--- config.mk ---
export PLATFORM = sky130hd
export DESIGN_NAME = escape_byte_unstuffing_decoder_core
export DESIGN_NICKNAME = d
export VERILOG_FILES = /design/src/sv/ebu_pkg.sv /design/src/sv/escape_byte_unstuffing_decoder_core.sv
export SDC_FILE = /design/constraint.sdc
export NUM_CORES = 1
export LEC_CHECK = 0
export BUFFER_PORTS_ARGS = -buffer_cell sky130_fd_sc_hd__buf_2
export CORE_ASPECT_RATIO = 1.1
export CORE_MARGIN = 2
export CORE_UTILIZATION = 51
export CTS_CLUSTER_DIAMETER = 30
export DETAILED_ROUTE_END_ITERATION = 16
export PLACE_DENSITY_LB_ADDON = 0.08
export SETUP_SLACK_MARGIN = 0.1
export SLEW_MARGIN = 20
export SYNTH_ARGS = -nofsm -noshare
export SYNTH_HDL_FRONTEND = slang
export SYNTH_SLANG_ARGS = --single-unit
--- constraint.sdc ---
create_clock -name i_clk -period 1.9 [get_ports i_clk]
set_clock_uncertainty 0.1 [all_clocks]
set_input_delay 0.285 -clock i_clk [delete_from_list [all_inputs] [get_ports i_clk]]
set_output_delay 0.285 -clock i_clk [all_outputs]
set_load 0.01 [all_outputs]
--- src/sv/ebu_pkg.sv ---
// ----------------------------------------------------------------------------
// ebu_pkg
// Constants shared by the escape byte unstuffing decoder: escape and decoded
// byte codes, configuration register indexes and suffix reset values.
// ----------------------------------------------------------------------------
package ebu_pkg;

    localparam int unsigned BYTE_W   = 8;
    localparam int unsigned CFG_IDX_W = 3;

    localparam logic [BYTE_W-1:0] ESC_BYTE = 8'h1B;

    localparam logic [BYTE_W-1:0] DEC_UNIT_SEP   = 8'h1F;
    localparam logic [BYTE_W-1:0] DEC_RECORD_SEP = 8'h1E;
    localparam logic [BYTE_W-1:0] DEC_FILE_SEP   = 8'h1C;
    localparam logic [BYTE_W-1:0] DEC_ESCAPE     = 8'h1B;
    localparam logic [BYTE_W-1:0] DEC_GROUP_SEP  = 8'h1D;

    typedef enum logic [CFG_IDX_W-1:0] {
        CFG_UNIT_SEP   = 3'd0,
        CFG_RECORD_SEP = 3'd1,
        CFG_FILE_SEP   = 3'd2,
        CFG_ESCAPE     = 3'd3,
        CFG_GROUP_SEP  = 3'd4
    } t_cfg_idx;

    localparam logic [BYTE_W-1:0] RST_UNIT_SEP   = 8'd95;
    localparam logic [BYTE_W-1:0] RST_RECORD_SEP = 8'd94;
    localparam logic [BYTE_W-1:0] RST_FILE_SEP   = 8'd92;
    localparam logic [BYTE_W-1:0] RST_ESCAPE     = 8'd91;
    localparam logic [BYTE_W-1:0] RST_GROUP_SEP  = 8'd93;

    typedef struct packed {
        logic [BYTE_W-1:0] out_byte;
        logic              has_byte;
        logic              frame_end;
        logic              frame_error;
    } t_result;

endpackage

--- src/sv/escape_byte_unstuffing_decoder_core.sv ---
// ----------------------------------------------------------------------------
// escape_byte_unstuffing_decoder_core
// Removes escape pairs from a byte stream and flags malformed frames.
// ----------------------------------------------------------------------------
// Usage:
//   Slave stream: one escaped byte per transfer, tlast marks the frame end.
//   Master stream: one decoded result per transfer; tdata is the byte,
//   tuser carries has_byte and frame_error, tlast the frame end.
//   An escape byte, a suffix after an error and bytes after an error give no
//   result. A frame with an error ends with one result with tuser frame_error
//   set and no byte; bytes of that frame already sent must be discarded.
//   Config channel: write suffix registers 0..4 while the stream is idle;
//   other indexes are ignored. It is always ready.
//   Each input transfer passes the input register, then the result register.
//   Throughput: one byte per cycle while the master side takes results,
//   set by the single decode step between the two registers.
//   Reset: synchronous active low; clears both stages, escape and error state,
//   and loads the default suffix codes.
//   Stall: while the master side holds tready low the result register holds;
//   one more byte is taken into the input register, then tready drops.
// ----------------------------------------------------------------------------
module escape_byte_unstuffing_decoder_core
    import ebu_pkg::*;
(
    input  logic                 i_clk,
    input  logic                 i_rst_n,

    input  logic                 s_axis_tvalid,
    output logic                 s_axis_tready,
    input  logic [BYTE_W-1:0]    s_axis_tdata,   // [7:0] in_byte
    input  logic                 s_axis_tlast,   // in_frame_end

    output logic                 m_axis_tvalid,
    input  logic                 m_axis_tready,
    output logic [BYTE_W-1:0]    m_axis_tdata,   // [7:0] out_byte
    output logic [1:0]           m_axis_tuser,   // [0] out_has_byte, [1] frame_error
    output logic                 m_axis_tlast,   // out_frame_end

    input  logic                 i_cfg_valid,
    output logic                 o_cfg_ready,
    input  logic [CFG_IDX_W-1:0] i_cfg_index,
    input  logic [BYTE_W-1:0]    i_cfg_data
);

    logic [BYTE_W-1:0] r_sfx_us, r_sfx_rs, r_sfx_fs, r_sfx_esc, r_sfx_gs;

    logic              r_in_valid;
    logic [BYTE_W-1:0] r_in_byte;
    logic              r_in_last;

    logic              r_esc_pending, n_esc_pending;
    logic              r_err_seen,    n_err_seen;

    logic              r_out_valid;
    t_result           r_out;
    t_result           n_out;
    logic              n_out_valid;

    logic              adv;
    logic              in_xfer;
    logic              out_xfer;
    logic              cfg_xfer;

    assign o_cfg_ready   = 1'b1;
    assign cfg_xfer      = i_cfg_valid;
    assign out_xfer      = r_out_valid && m_axis_tready;
    assign adv           = r_in_valid && (!r_out_valid || m_axis_tready);
    assign s_axis_tready = !r_in_valid || adv;
    assign in_xfer       = s_axis_tvalid && s_axis_tready;

    always_ff @(posedge i_clk) begin
        if (!i_rst_n) begin
            r_sfx_us  <= RST_UNIT_SEP;
            r_sfx_rs  <= RST_RECORD_SEP;
            r_sfx_fs  <= RST_FILE_SEP;
            r_sfx_esc <= RST_ESCAPE;
            r_sfx_gs  <= RST_GROUP_SEP;
        end else if (cfg_xfer) begin
            case (i_cfg_index)
                CFG_UNIT_SEP:   r_sfx_us  <= i_cfg_data;
                CFG_RECORD_SEP: r_sfx_rs  <= i_cfg_data;
                CFG_FILE_SEP:   r_sfx_fs  <= i_cfg_data;
                CFG_ESCAPE:     r_sfx_esc <= i_cfg_data;
                CFG_GROUP_SEP:  r_sfx_gs  <= i_cfg_data;
                default: ;
            endcase
        end
    end

    always_comb begin
        n_esc_pending = r_esc_pending;
        n_err_seen    = r_err_seen;
        n_out_valid   = 1'b0;
        n_out         = '0;
        if (r_err_seen) begin
            if (r_in_last) begin
                n_out_valid       = 1'b1;
                n_out.frame_end   = 1'b1;
                n_out.frame_error = 1'b1;
            end
        end else if (r_esc_pending) begin
            n_esc_pending = 1'b0;
            n_out.has_byte  = 1'b1;
            n_out.frame_end = r_in_last;
            n_out_valid     = 1'b1;
            if (r_in_byte == r_sfx_us) begin
                n_out.out_byte = DEC_UNIT_SEP;
            end else if (r_in_byte == r_sfx_rs) begin
                n_out.out_byte = DEC_RECORD_SEP;
            end else if (r_in_byte == r_sfx_fs) begin
                n_out.out_byte = DEC_FILE_SEP;
            end else if (r_in_byte == r_sfx_esc) begin
                n_out.out_byte = DEC_ESCAPE;
            end else if (r_in_byte == r_sfx_gs) begin
                n_out.out_byte = DEC_GROUP_SEP;
            end else begin
                n_out          = '0;
                n_out_valid    = r_in_last;
                n_out.frame_end   = r_in_last;
                n_out.frame_error = r_in_last;
                n_err_seen        = 1'b1;
            end
        end else if (r_in_byte == ESC_BYTE) begin
            n_esc_pending = 1'b1;
            if (r_in_last) begin
                n_out_valid       = 1'b1;
                n_out.frame_end   = 1'b1;
                n_out.frame_error = 1'b1;
            end
        end else begin
            n_out_valid     = 1'b1;
            n_out.out_byte  = r_in_byte;
            n_out.has_byte  = 1'b1;
            n_out.frame_end = r_in_last;
        end
        if (r_in_last) begin
            n_esc_pending = 1'b0;
            n_err_seen    = 1'b0;
        end
    end

    always_ff @(posedge i_clk) begin
        if (!i_rst_n) begin
            r_in_valid    <= 1'b0;
            r_out_valid   <= 1'b0;
            r_esc_pending <= 1'b0;
            r_err_seen    <= 1'b0;
        end else begin
            if (in_xfer) begin
                r_in_valid <= 1'b1;
            end else if (adv) begin
                r_in_valid <= 1'b0;
            end
            if (adv) begin
                r_out_valid   <= n_out_valid;
                r_esc_pending <= n_esc_pending;
                r_err_seen    <= n_err_seen;
            end else if (out_xfer) begin
                r_out_valid <= 1'b0;
            end
        end
    end

    always_ff @(posedge i_clk) begin
        if (in_xfer) begin
            r_in_byte <= s_axis_tdata;
            r_in_last <= s_axis_tlast;
        end
        if (adv) begin
            r_out <= n_out;
        end
    end

    assign m_axis_tvalid = r_out_valid;
    assign m_axis_tdata  = r_out.out_byte;
    assign m_axis_tuser  = {r_out.frame_error, r_out.has_byte};
    assign m_axis_tlast  = r_out.frame_end;

`ifndef SYNTHESIS
    a_err_no_byte: assert property (@(posedge i_clk) disable iff (!i_rst_n)
        r_out_valid && r_out.frame_error |-> !r_out.has_byte && r_out.frame_end
            && r_out.out_byte == '0)
        else $error("error result carries a byte or lacks frame end");

    a_state_excl: assert property (@(posedge i_clk) disable iff (!i_rst_n)
        !(r_esc_pending && r_err_seen))
        else $error("escape pending and error seen both set");

    a_in_hold: assert property (@(posedge i_clk) disable iff (!i_rst_n)
        r_in_valid && !adv |=> r_in_valid && $stable(r_in_byte) && $stable(r_in_last))
        else $error("input register lost a byte under stall");

    a_last_clears: assert property (@(posedge i_clk) disable iff (!i_rst_n)
        adv && r_in_last |=> !r_esc_pending && !r_err_seen)
        else $error("frame end did not clear decoder state");
`endif

endmodule

# Word level (Yosys, flattened, before mapping)

Index checks and enable logic that the tools add are counted.

RAM bits: 0
Bits of input ports: 25
Memories: 0
Register bits: 64
Output and inout bits: 14
Bits in latches: 0
Bits in read-only memories: 0

Order comparisons: 0
Add/subtract/negate cells: 0
Muxes and demuxes: 41
Div/mod/pow operators: 0
Bitwise gates (word level): 0
Equal/unequal tests: 11
Reductions and logical operators: 16
Shift-type cells: 0
$mul: 0

Operator list:

| operator                                                              | number |
|---|---|
| 8-bit equality test                                                   | 5 |
| 1-bit two-way mux                                                     | 27 |
| 5-bit two-way mux                                                     | 4 |
| 3-bit two-way mux                                                     | 5 |
| 2-bit AND reduction                                                   | 6 |
| 11-bit two-way mux                                                    | 1 |
| 9-bit two-way mux                                                     | 1 |
| 8-bit by 5-bit equality test with 1-bit output, second input constant | 1 |
| 8-bit two-way mux                                                     | 1 |
| 3-bit by 2-bit equality test with 1-bit output, second input constant | 2 |
| 2-bit two-way mux                                                     | 2 |
| 2-bit nonzero test                                                    | 2 |
| 3-bit by 1-bit equality test with 1-bit output, second input constant | 1 |
| 3-bit equality test, second input constant                            | 1 |
| 1-bit logical AND                                                     | 3 |
| 3-bit zero test                                                       | 1 |
| 1-bit zero test                                                       | 2 |
| 1-bit logical OR                                                      | 2 |
| 2-bit inequality test, second input constant                          | 1 |

# Longest topological paths before layout

Gate-level depths: netlist of the first run.

Depth in word-level cells: 9
Gate-level depth with buffers: 7

# Least setup slack after synthesis of the first run

No wires, ideal clock.

Kind: register to register
From: register r_out_valid, in the netlist m_axis_tvalid
To: register r_err_seen
Cell stages (with the launch flop): 5
Data arrival time: 1.595 ns
Library setup time: 0.087 ns
Required time: 1.713 ns
Path buffers: 0
Setup slack: 0.118 ns
Path through: dfxtp_1 nor2b_1 nor2b_1 nand4_1 a221oi_2

Cells in the longest elaborated chain, start to end: 3

RTL lines:

| item                   | line                                       | text |
|---|---|---|
| start, declared        | escape_byte_unstuffing_decoder_core.sv:54  | `logic r_out_valid;` |
| start signal, assigned | escape_byte_unstuffing_decoder_core.sv:155 | `r_out_valid <= n_out_valid;` |
| 1-bit zero test        | escape_byte_unstuffing_decoder_core.sv:67  | `assign adv = r_in_valid && (!r_out_valid \|\| m_axis_tready);` |
| 1-bit logical OR       | escape_byte_unstuffing_decoder_core.sv:67  |  |
| 1-bit logical AND      | escape_byte_unstuffing_decoder_core.sv:67  |  |
| net adv                | escape_byte_unstuffing_decoder_core.sv:59  | `logic adv;` |
| end signal, assigned   | escape_byte_unstuffing_decoder_core.sv:157 | `r_err_seen <= n_err_seen;` |
| end, declared          | escape_byte_unstuffing_decoder_core.sv:52  | `logic r_err_seen, n_err_seen;` |

The timed path passes the listed nets, and every way through them passes these cells.
A chain may end at the register's enable or synchronous reset.

==> metrics.yaml, run 1 <==
design_area_mm2: 0.00359
crit_path_end_kind: "flip-flop"
vias: 2386
dieArea_mm2: 0.00642
yosysUniqueCellTypes: 41
drc: 0
synthArstFlopShare: 0
worstRegToRegCells: 6
slowest_stage: "edfxtp_1"
post_drt_wl_per_cell_um: 16.2
place.detailed.hpwl_um: 5170
cp.required_ns: 1.91
grt_pass1_wl_um: 11400
setup_viol: 6
vdd_drop_max_uv: 512
layout.cells.non_filler: 455
crit_fanout: 6
drt_iter0_markers: 110
worstMarginPinSlew_ns: 0.509
syn_nets: 344
min_to: "r_in_byte[5]"
io_buffers: 37
synthCells: 319
critPathKind: "reg2reg"
grt_overflow: 0
violations: "negative setup slack"
clockBufferDepth: 2
leakage_nw: 1.41
r2r-end: "m_axis_tuser[1]"
grt_pass1_vias: 2305
routabilityCongestion: 0.893
netlist_area_mm2: 0.00295
total_power_mw: 2.85
synthFlopType: "dfxtp_1"
fin_hold_ws_ns: 0.0262
wl_um: 7370
root_buffer: "clkbuf_8"
core_area_mm2: 0.00570
clk_pin_slew_ns: 0.07
r2r_slack_ns: -0.05
drt-pass1-iter-count: 4
clk_latency_ns: 0.35
min_period_over_period: 1.03
p_clk_frac: 0.359
vias_per_cell: 5.24
clock.fmax_mhz: 513
hp-start: "s_axis_tdata[5]"
hold_viol: 0
fillers: 503
slew_headroom: 0.661
layout_min_cycle_time_ns: 1.95
ys_seq_area_frac: 0.502
grt_max_degree: 19
ant_nets: 0
fin_nets: 399
crit_path_cell_trace: "xnor2_1 > nand4_1 > nor2_2 > nor3_4 > and3_4 > o21a_1"
synth_warnings: 0
ys_ff_latch: 64
antenna_found_initial: 0
p_int_mw: 2.15
maxCapViolCount: 0
syn_avg_cell_area_um2: 9.26
place_area_mm2: 0.00320
area_delta_synth_final_pct: 21.7
multiInputGateArea_mm2: 0.00144
ff_latch_area_mm2: 0.00148
clock_sinks: 64
start_util: 0.518
switching_share: 0.247
critical_path.max_stage_delay_ns: 0.53
final_util: 0.631
drive_above_1_share: 0.254
crit-reg2reg-launch: "r_in_byte[3]"
p_comb_frac: 0.111
hp-class: "in2reg"
num_rows: 29
die_h_um: 83.8
worst_hold_path.num_cells: 1
io_pins: 39
sequentialPowerShare: 0.530
power.net_switching_uw: 705
die_x_um: 76.6
place_inst: 426
synth_edf_count: 20
cts_tree: "yes"
worstPathArrival_ns: 1.96
diodes: 0
h-tree-depth: 3
worst_slack_ns: -0.0502
numCtsBuffers: 9
grt_setup_unrepaired: "yes"
drv_slew: 0
start_kind: "flip-flop"
grt_usage: 0.240
status: "complete, but fails checks"
power_density_mw_per_mm2: 793
==> cell families (layout without fill, tap and decap cells) <==
logic type / after synthesis / in the layout / share of synthesized area
flops: 64 / 64 / 0.502
compound gates: 32 / 32 / 0.0674
other cells: 1 / 1 / 0.00127
simple gates: 159 / 159 / 0.260
xor+xnor: 40 / 40 / 0.124
buf+inv: 23 / 82 / 0.0458
==> cell usage after synthesis, types with 2 or more instances <==
library cell | number | area [um2]
buf_6 | 4 | 45.0
nand4_1 | 9 | 56.3
buf_4 | 5 | 37.5
nor4_4 | 2 | 42.5
inv_1 | 3 | 11.3
nand2_1 | 89 | 334
xor2_1 | 6 | 52.6
a21o_1 | 2 | 15.0
nand3_1 | 28 | 140
o21ai_0 | 2 | 10.0
and3_1 | 2 | 12.5
xnor2_1 | 32 | 280
xor2_2 | 2 | 32.5
edfxtp_1 | 20 | 601
a21oi_1 | 19 | 95.1
clkbuf_1 | 10 | 37.5
nor2_1 | 10 | 37.5
o21ai_1 | 2 | 10.0
nor2b_1 | 2 | 12.5
dfxtp_1 | 44 | 881
and2_1 | 6 | 37.5
==> critical path: cells and delay by family, from the launching register on <==
kind,cells,cell delay [ns]
AOI/OAI and AO/OA,1,0.16
xor gates and xnor gates,1,0.28
DFF,1,0.53
and+or+nand+nor,4,0.65
==> power by group through the flow <==
| stage | registers (mW) | logic [mW] | clock network [mW] |
|---|---|---|---|
| final | 1.51 | 0.316 | 1.02 |
| after global routing | 1.51 | 0.344 | 1.11 |
| after CTS | 1.51 | 0.294 | 1.05 |
| after detailed placement | 1.54 | 0.272 | 0 |
| after global placement | 1.54 | 0.271 | 0 |
| after floorplan | 1.52 | 0.195 | 0 |
==> placed cells by master, fill, tap and decap left out, drive strengths merged, types with 3 or more instances in the layout <==
cell type / instances
dfxtp: 44
nor4: 3
inv: 3
nand2: 89
clkbuf: 14
and3: 3
nand3: 28
dlygate4sd3: 3
a21oi: 20
nor2: 11
xor2: 8
buf: 60
nand4: 9
edfxtp: 20
o21ai: 5
and2: 6
xnor2: 32
==> worst max-delay path by stage <==
stage,start,endpoint,slack (ns),cells after the start
after detailed placement,r_in_byte[4],m_axis_tuser[1],-0.05,5
final,r_in_byte[3],m_axis_tuser[1],-0.05,6
after global placement,r_in_byte[1],m_axis_tuser[1],-0.04,6
after CTS,r_in_byte[2],m_axis_tuser[1],-0.02,5
after global routing,r_in_byte[2],m_axis_tuser[0],-0.13,8
after floorplan,m_axis_tvalid,r_err_seen,0.12,4
==> flip-flops by register name (all words and copies together), names as in the netlist <==
name and count:
m_axis_tdata 8, r_in_byte 8, r_sfx_esc 8, r_sfx_fs 8, r_sfx_gs 8, r_sfx_rs 8
r_sfx_us 8, m_axis_tuser 2, m_axis_tlast 1, m_axis_tvalid 1, r_err_seen 1, r_esc_pending 1
r_in_last 1, r_in_valid 1
==> what timing repair did <==
action / 4_1_cts / 5_1_grt
setup buffers: 7 / 4
gates resized for setup: 10 / 7
pin swaps: 11 / 3
endpoints found under the setup margin: 7 / 10
hold buffers: 3 / 0
hold endpoints to repair: 3 / 0
==> layer usage <==
metal,part of all wire,vias up,wire length (um),global-route usage
met5,0,-,0,0
met4,0.037,0,274,0.147
li1,-,1172,-,-
met2,0.50,85,3680,0.376
met1,0.42,1111,3060,0.292
met3,0.048,18,352,0.0671
==> stage by stage <==
| step | worst slack (ns) | TNS (ns) |
|---|---|---|
| 2_1_floorplan | 0.118 | 0 |
| 3_3_place_gp | -0.0354 | -0.0584 |
| 3_5_place_dp | -0.0516 | -0.121 |
| 4_1_cts | -0.0228 | -0.0394 |
| 5_1_grt | -0.134 | -0.617 |
| 6_report | -0.0502 | -0.130 |
==> area by class of cell <==
class / count / area share
Clock buffer: 14 / 0.0453
Clock inverter: 1 / 0.00139
Inverter: 4 / 0.00418
Multi-Input combinational cell: 232 / 0.401
Sequential cell: 64 / 0.412
Tap cell: 77 / 0.0268
Timing Repair Buffer: 63 / 0.109
Power figures use the tool's default switching activity.
==> run 2, diff against run 1 <==
--- a/config.mk
+++ b/config.mk
@@ -12,6 +12,7 @@
 export CTS_CLUSTER_DIAMETER = 30
 export DETAILED_ROUTE_END_ITERATION = 16
 export PLACE_DENSITY_LB_ADDON = 0.08
+export REMOVE_ABC_BUFFERS = 1
 export SETUP_SLACK_MARGIN = 0.1
 export SLEW_MARGIN = 20
 export SYNTH_ARGS = -nofsm -noshare
==> run 2 against run 1 <==
The run now ends clean. Non-clock buffer count grew 4. Critical path type unchanged. Utilization grew 0.59 points. Critical endpoint unchanged. Register-to-register slack gained 0.06 ns.
==> metrics.yaml, run 2 (synthesis results as in run 1) <==
clk_latency_ns: 0.33  # -0.02 ns
vias_per_cell: 5.15  # -1.8%
final_common_cell: "nand2_1"
area_delta_synth_final_pct: 22.8
antenna_found_initial: 0  # unchanged
r2r-end: "m_axis_tuser[1]"
diodes: 0  # unchanged
r2r_slack_ns: 0.01  # +0.06 ns
slew_headroom: 0.608  # -0.0525
vdd_drop_max_uv: 586  # +14%
worst_slack_ns: 0.00989  # +0.0601 ns
vias: 2364  # -0.92%
power_density_mw_per_mm2: 806  # +1.7%
clock_sinks: 64  # unchanged
die_x_um: 76.6  # unchanged
core_area_mm2: 0.00570  # unchanged
worstMarginPinSlew_ns: 0.584  # +0.0752 ns
start_util: 0.518  # unchanged
leakage_nw: 1.45  # +3.2%
slowest_stage: "edfxtp_1"
dieArea_mm2: 0.00642  # unchanged
hp-start: "s_axis_tlast"
drt_iter0_markers: 128  # +16%
crit_fanout: 6  # unchanged
place.detailed.hpwl_um: 5160  # -0.22%
final_cell_mix: "89 x nand2_1, 44 x dfxtp_1, 37 x buf_2, 28 x nand3_1, 27 x xnor2_1"
critPathKind: "reg2reg"
hp-class: "in2reg"
preCtsSetupSlack_ns: -0.101  # -0.0491 ns
start_kind: "flip-flop"
min_to: "r_in_last"
num_rows: 29  # unchanged
crit-reg2reg-launch: "r_in_byte[6]"
drt-pass1-iter-count: 4  # unchanged
cts_tree: "yes"
worstRegToRegCells: 7  # +1
drive_above_1_share: 0.272  # +0.0183
root_buffer: "clkbuf_8"
routabilityCongestion: 0.853  # -4.5%
clk_pin_slew_ns: 0.07  # about the same
final_util: 0.637  # +0.00593
clockBufferDepth: 2  # unchanged
design_area_mm2: 0.00363  # +0.94%
crit_path_cell_trace: "buf_6 > xnor2_1 > nand4_1 > nor2_2 > nor3_4 > and3_4 > o21a_1"
fin_nets: 403  # +1.0%
ant_nets: 0  # unchanged
die_h_um: 83.8  # unchanged
grt_usage: 0.232  # -0.00744
worstPathArrival_ns: 1.88  # -0.08 ns
post_drt_wl_per_cell_um: 15.4  # -4.8%
grt_setup_unrepaired: "yes"
critical_path.max_stage_delay_ns: 0.39  # -0.14 ns
place_area_mm2: 0.00324  # +1.2%
setup_tns_ns: 0  # +0.130 ns
layout_min_cycle_time_ns: 1.89  # -0.0601 ns
crit_path_end_kind: "flip-flop"
worst_hold_path.num_cells: 1  # unchanged
grt_pass1_vias: 2157  # -6.4%
maxCapViolCount: 0  # unchanged
hold_viol: 0  # unchanged
wl_um: 7070  # -4.0%
setup_viol: 0  # -6
drc: 0  # unchanged
clock.fmax_mhz: 529  # +3.2%
cp.required_ns: 1.89  # -0.02 ns
min_period_over_period: 0.995  # -0.0316
grt_max_degree: 28  # +9
io_pins: 39  # unchanged
numCtsBuffers: 9  # unchanged
h-tree-depth: 3  # unchanged
drv_slew: 0  # unchanged
grt_overflow: 0  # unchanged
status: "finished clean"
grt_pass1_wl_um: 11200  # -2.1%
io_buffers: 37  # unchanged
==> run 2: final cells by class <==
class | instances | area (um2)
Clock buffer | 11 | 131
Multi-Input combinational cell | 232 | 1430
Timing Repair Buffer | 67 | 425
Clock inverter | 4 | 47.5
Sequential cell | 64 | 1480
Fill cell | 494 | 2070
Inverter | 4 | 15.0
Tap cell | 77 | 96.3
==> run 2: layer usage <==
| metal | up-vias | GRT usage | routed length, um |
|---|---|---|---|
| met5 | - | 0 | 0 |
| met4 | 0 | 0.126 | 254 |
| met3 | 16 | 0.0346 | 263 |
| met2 | 65 | 0.385 | 3460 |
| met1 | 1103 | 0.292 | 3090 |
| li1 | 1180 | - | - |
==> run 2: worst max-delay path by stage <==
| stage | startpoint | end | slack (ns) | cells after the start |
|---|---|---|---|---|
| 6_report | r_in_byte[6] | m_axis_tuser[1] | 0.01 | 7 |
| 2_1_floorplan | r_in_byte[4] | m_axis_tuser[1] | 0.06 | 5 |
| 5_1_grt | r_in_byte[6] | m_axis_tdata[0] | -0.08 | 6 |
| 3_3_place_gp | r_in_byte[5] | m_axis_tuser[1] | -0.10 | 5 |
| 3_5_place_dp | r_in_byte[5] | m_axis_tuser[1] | -0.10 | 5 |
| 4_1_cts | r_in_byte[6] | m_axis_tuser[1] | 0.01 | 6 |
==> run 2: per-stage QoR <==
| stage | hold slack [ns] | instances | power, mW |
|---|---|---|---|
| after CTS | 0.0134 | 453 | 2.92 |
| after floorplan | 0.257 | 300 | 1.69 |
| after global routing | 0.00441 | 459 | 3.03 |
| after detailed placement | 0.361 | 431 | 1.82 |
| final | 0.0231 | 459 | 2.92 |
| after global placement | 0.360 | 431 | 1.82 |
==> run 2: what timing repair did <==
action	CTS	global route
hold buffers	0	0
resized for setup	11	8
setup endpoints to repair	8	9
setup buffers	7	6
pin swaps	6	10
==> run 2: power breakdown <==
group | total, mW | leakage (nW) | switching (mW) | internal [mW]
logic | 0.333 | 0.816 | 0.181 | 0.152
registers | 1.50 | 0.547 | 0.0366 | 1.46
clock network | 1.09 | 0.0892 | 0.497 | 0.595
total | 2.92 | 1.45 | 0.715 | 2.21
==> run 2: critical path, delay by kind of cell, from the launching register on <==
family	cells	cell delay (ns)
flip-flops	1	0.39
AO/OA/AOI/OAI	1	0.16
buffers and inverters	1	0.17
XOR/XNOR	1	0.19
AND/OR/NAND/NOR	4	0.65
==> run 3, diff against run 2 <==
--- a/config.mk
+++ b/config.mk
@@ -7,7 +7,7 @@
 export LEC_CHECK = 0
 export BUFFER_PORTS_ARGS = -buffer_cell sky130_fd_sc_hd__buf_2
 export CORE_ASPECT_RATIO = 1.1
-export CORE_MARGIN = 2
+export CORE_MARGIN = 3
 export CORE_UTILIZATION = 51
 export CTS_CLUSTER_DIAMETER = 30
 export DETAILED_ROUTE_END_ITERATION = 16
==> run 3 against run 2 <==
Critical path depth decreased by 1. Cell area increased by 1.3%. Count of clock-buffer cells in the layout increased by 1. Utilization increased by 3.1 points. Register-to-register slack got worse by 0.02 ns. Via count increased by 1.4%. First-iteration DRC count increased by 5.5%. Non-clock buffer count increased by 8. Highest routed layer unchanged. The flow now finishes with violations (negative setup slack). Routed wire length increased by 1.2%. Maximum frequency decreased by 0.96%.
==> metrics.yaml, run 3 (synthesis results as in run 1) <==
status: "complete, but fails checks"
violations: "negative setup slack"
grt_usage: 0.228  # -0.00388
drc: 0  # unchanged
diodes: 0  # unchanged
layout_min_cycle_time_ns: 1.91  # +0.0184 ns
clk_latency_ns: 0.34  # about the same
min_period_over_period: 1.00  # +0.00967
post_drt_wl_per_cell_um: 15.4  # -0.30%
grt_max_degree: 28  # unchanged
clockBufferDepth: 2  # unchanged
worstPathArrival_ns: 1.90  # +0.02 ns
clk_pin_slew_ns: 0.07  # about the same
start_kind: "flip-flop"
worstRegToRegCells: 6  # -1
io_pins: 39  # unchanged
fin_hold_ws_ns: 0.0197  # -0.00335 ns
vdd_drop_max_uv: 375  # -36%
setup_viol: 1  # +1
h-tree-depth: 3  # unchanged
core_area_mm2: 0.00550  # -3.4%
grt_setup_unrepaired: "yes"
worst_hold_path.num_cells: 1  # unchanged
ant_nets: 0  # unchanged
maxCapViolCount: 0  # unchanged
fillers: 456  # -7.7%
antenna_found_initial: 0  # unchanged
die_h_um: 85.8  # +2.4%
start_util: 0.537  # +0.0185
worstMarginPinSlew_ns: 0.631  # +0.0473 ns
power_density_mw_per_mm2: 793  # -1.7%
design_area_mm2: 0.00367  # +1.3%
root_buffer: "clkbuf_8"
crit_path_end_kind: "flip-flop"
wl_um: 7160  # +1.2%
dieArea_mm2: 0.00674  # +5.1%
area_delta_synth_final_pct: 24.4
cp.required_ns: 1.90  # about the same
numCtsBuffers: 9  # unchanged
hold_viol: 0  # unchanged
slew_headroom: 0.578  # -0.0300
vias: 2396  # +1.4%
num_rows: 28  # -3.4%
clock.fmax_mhz: 524  # -0.96%
grt_pass1_wl_um: 11500  # +3.1%
place_inst: 431  # unchanged
hp-class: "in2reg"
critPathKind: "reg2reg"
drive_above_1_share: 0.289  # +0.0168
leakage_nw: 1.50  # +3.1%
routabilityCongestion: 0.895  # +4.9%
crit_fanout: 6  # unchanged
place_area_mm2: 0.00325  # +0.39%
final_cell_mix: "89 x nand2_1, 44 x dfxtp_1, 37 x buf_2, 33 x buf_4, 28 x nand3_1"
grt_pass1_vias: 2278  # +5.6%
fin_nets: 411  # +2.0%
final_common_cell: "nand2_1"
die_x_um: 78.6  # +2.6%
worst_slack_ns: -0.00848  # -0.0184 ns
io_buffers: 37  # unchanged
drt-pass1-iter-count: 6  # +2
vias_per_cell: 5.14  # -0.17%
place.detailed.hpwl_um: 5180  # +0.49%
cts_tree: "yes"
drt_iter0_markers: 135  # +5.5%
drv_slew: 0  # unchanged
grt_overflow: 0  # unchanged
layout.cells.non_filler: 466  # +1.5%
clock_sinks: 64  # unchanged
## run 3: worst max-delay path, stage by stage (launching register included)
cell and delay (ns):
edfxtp_1 0.54, xnor2_1 0.21, nand4_1 0.16, nor2_2 0.25, nor3_4 0.07, and3_4 0.18, o21a_1 0.16
## run 3: final timing paths
| check | start | end | slack, ns |
|---|---|---|---|
| worst max-delay path | r_in_byte[1] | m_axis_tuser[1] | -0.008 |
| worst min-delay path | s_axis_tlast | r_in_last | 0.02 |
| worst max register to register | r_in_byte[1] | m_axis_tuser[1] | -0.008 |
| worst min register to register | r_sfx_esc[5] | r_sfx_esc[5] | 0.37 |
## run 3: report_power, final
part | leakage (nW) | internal, mW | switching, mW
clock | 0.0924 | 0.553 | 0.523
combinational | 0.858 | 0.158 | 0.178
sequential | 0.547 | 1.46 | 0.0377
## run 3: through the flow
step | total power, mW | util | setup slack (ns) | setup TNS (ns)
6_report | 2.91 | 0.668 | -0.00848 | -0.00848
5_1_grt | 3.02 | 0.668 | -0.119 | -0.522
4_1_cts | 2.92 | 0.654 | 0.0378 | 0
3_5_place_dp | 1.82 | 0.592 | -0.0676 | -0.201
3_3_place_gp | 1.82 | 0.592 | -0.0396 | -0.117
2_1_floorplan | 1.69 | - | 0.0633 | 0
## run 3: timing repair
action	4_1_cts	5_1_grt
setup buffers	14	5
endpoints found under the setup margin	8	9
gates resized for setup	11	8
hold buffers	0	0
pin swaps	11	7
## run 3: area by class of cell
cell class / instances / area, um2 / area share
Clock buffer: 12 / 156 / 0.0426
Timing Repair Buffer: 75 / 489 / 0.133
Clock inverter: 4 / 25.0 / 0.00681
Inverter: 4 / 15.0 / 0.00409
Tap cell: 75 / 93.8 / 0.0255
Sequential cell: 64 / 1480 / 0.403
Multi-Input combinational cell: 232 / 1410 / 0.385
## run 3: metal layers
layer	GRT usage	wire, um	part of all wire
met1	0.293	3190	0.45
met2	0.347	3340	0.47
met3	0.0378	303	0.042
met4	0.165	322	0.045
met5	0	0	0
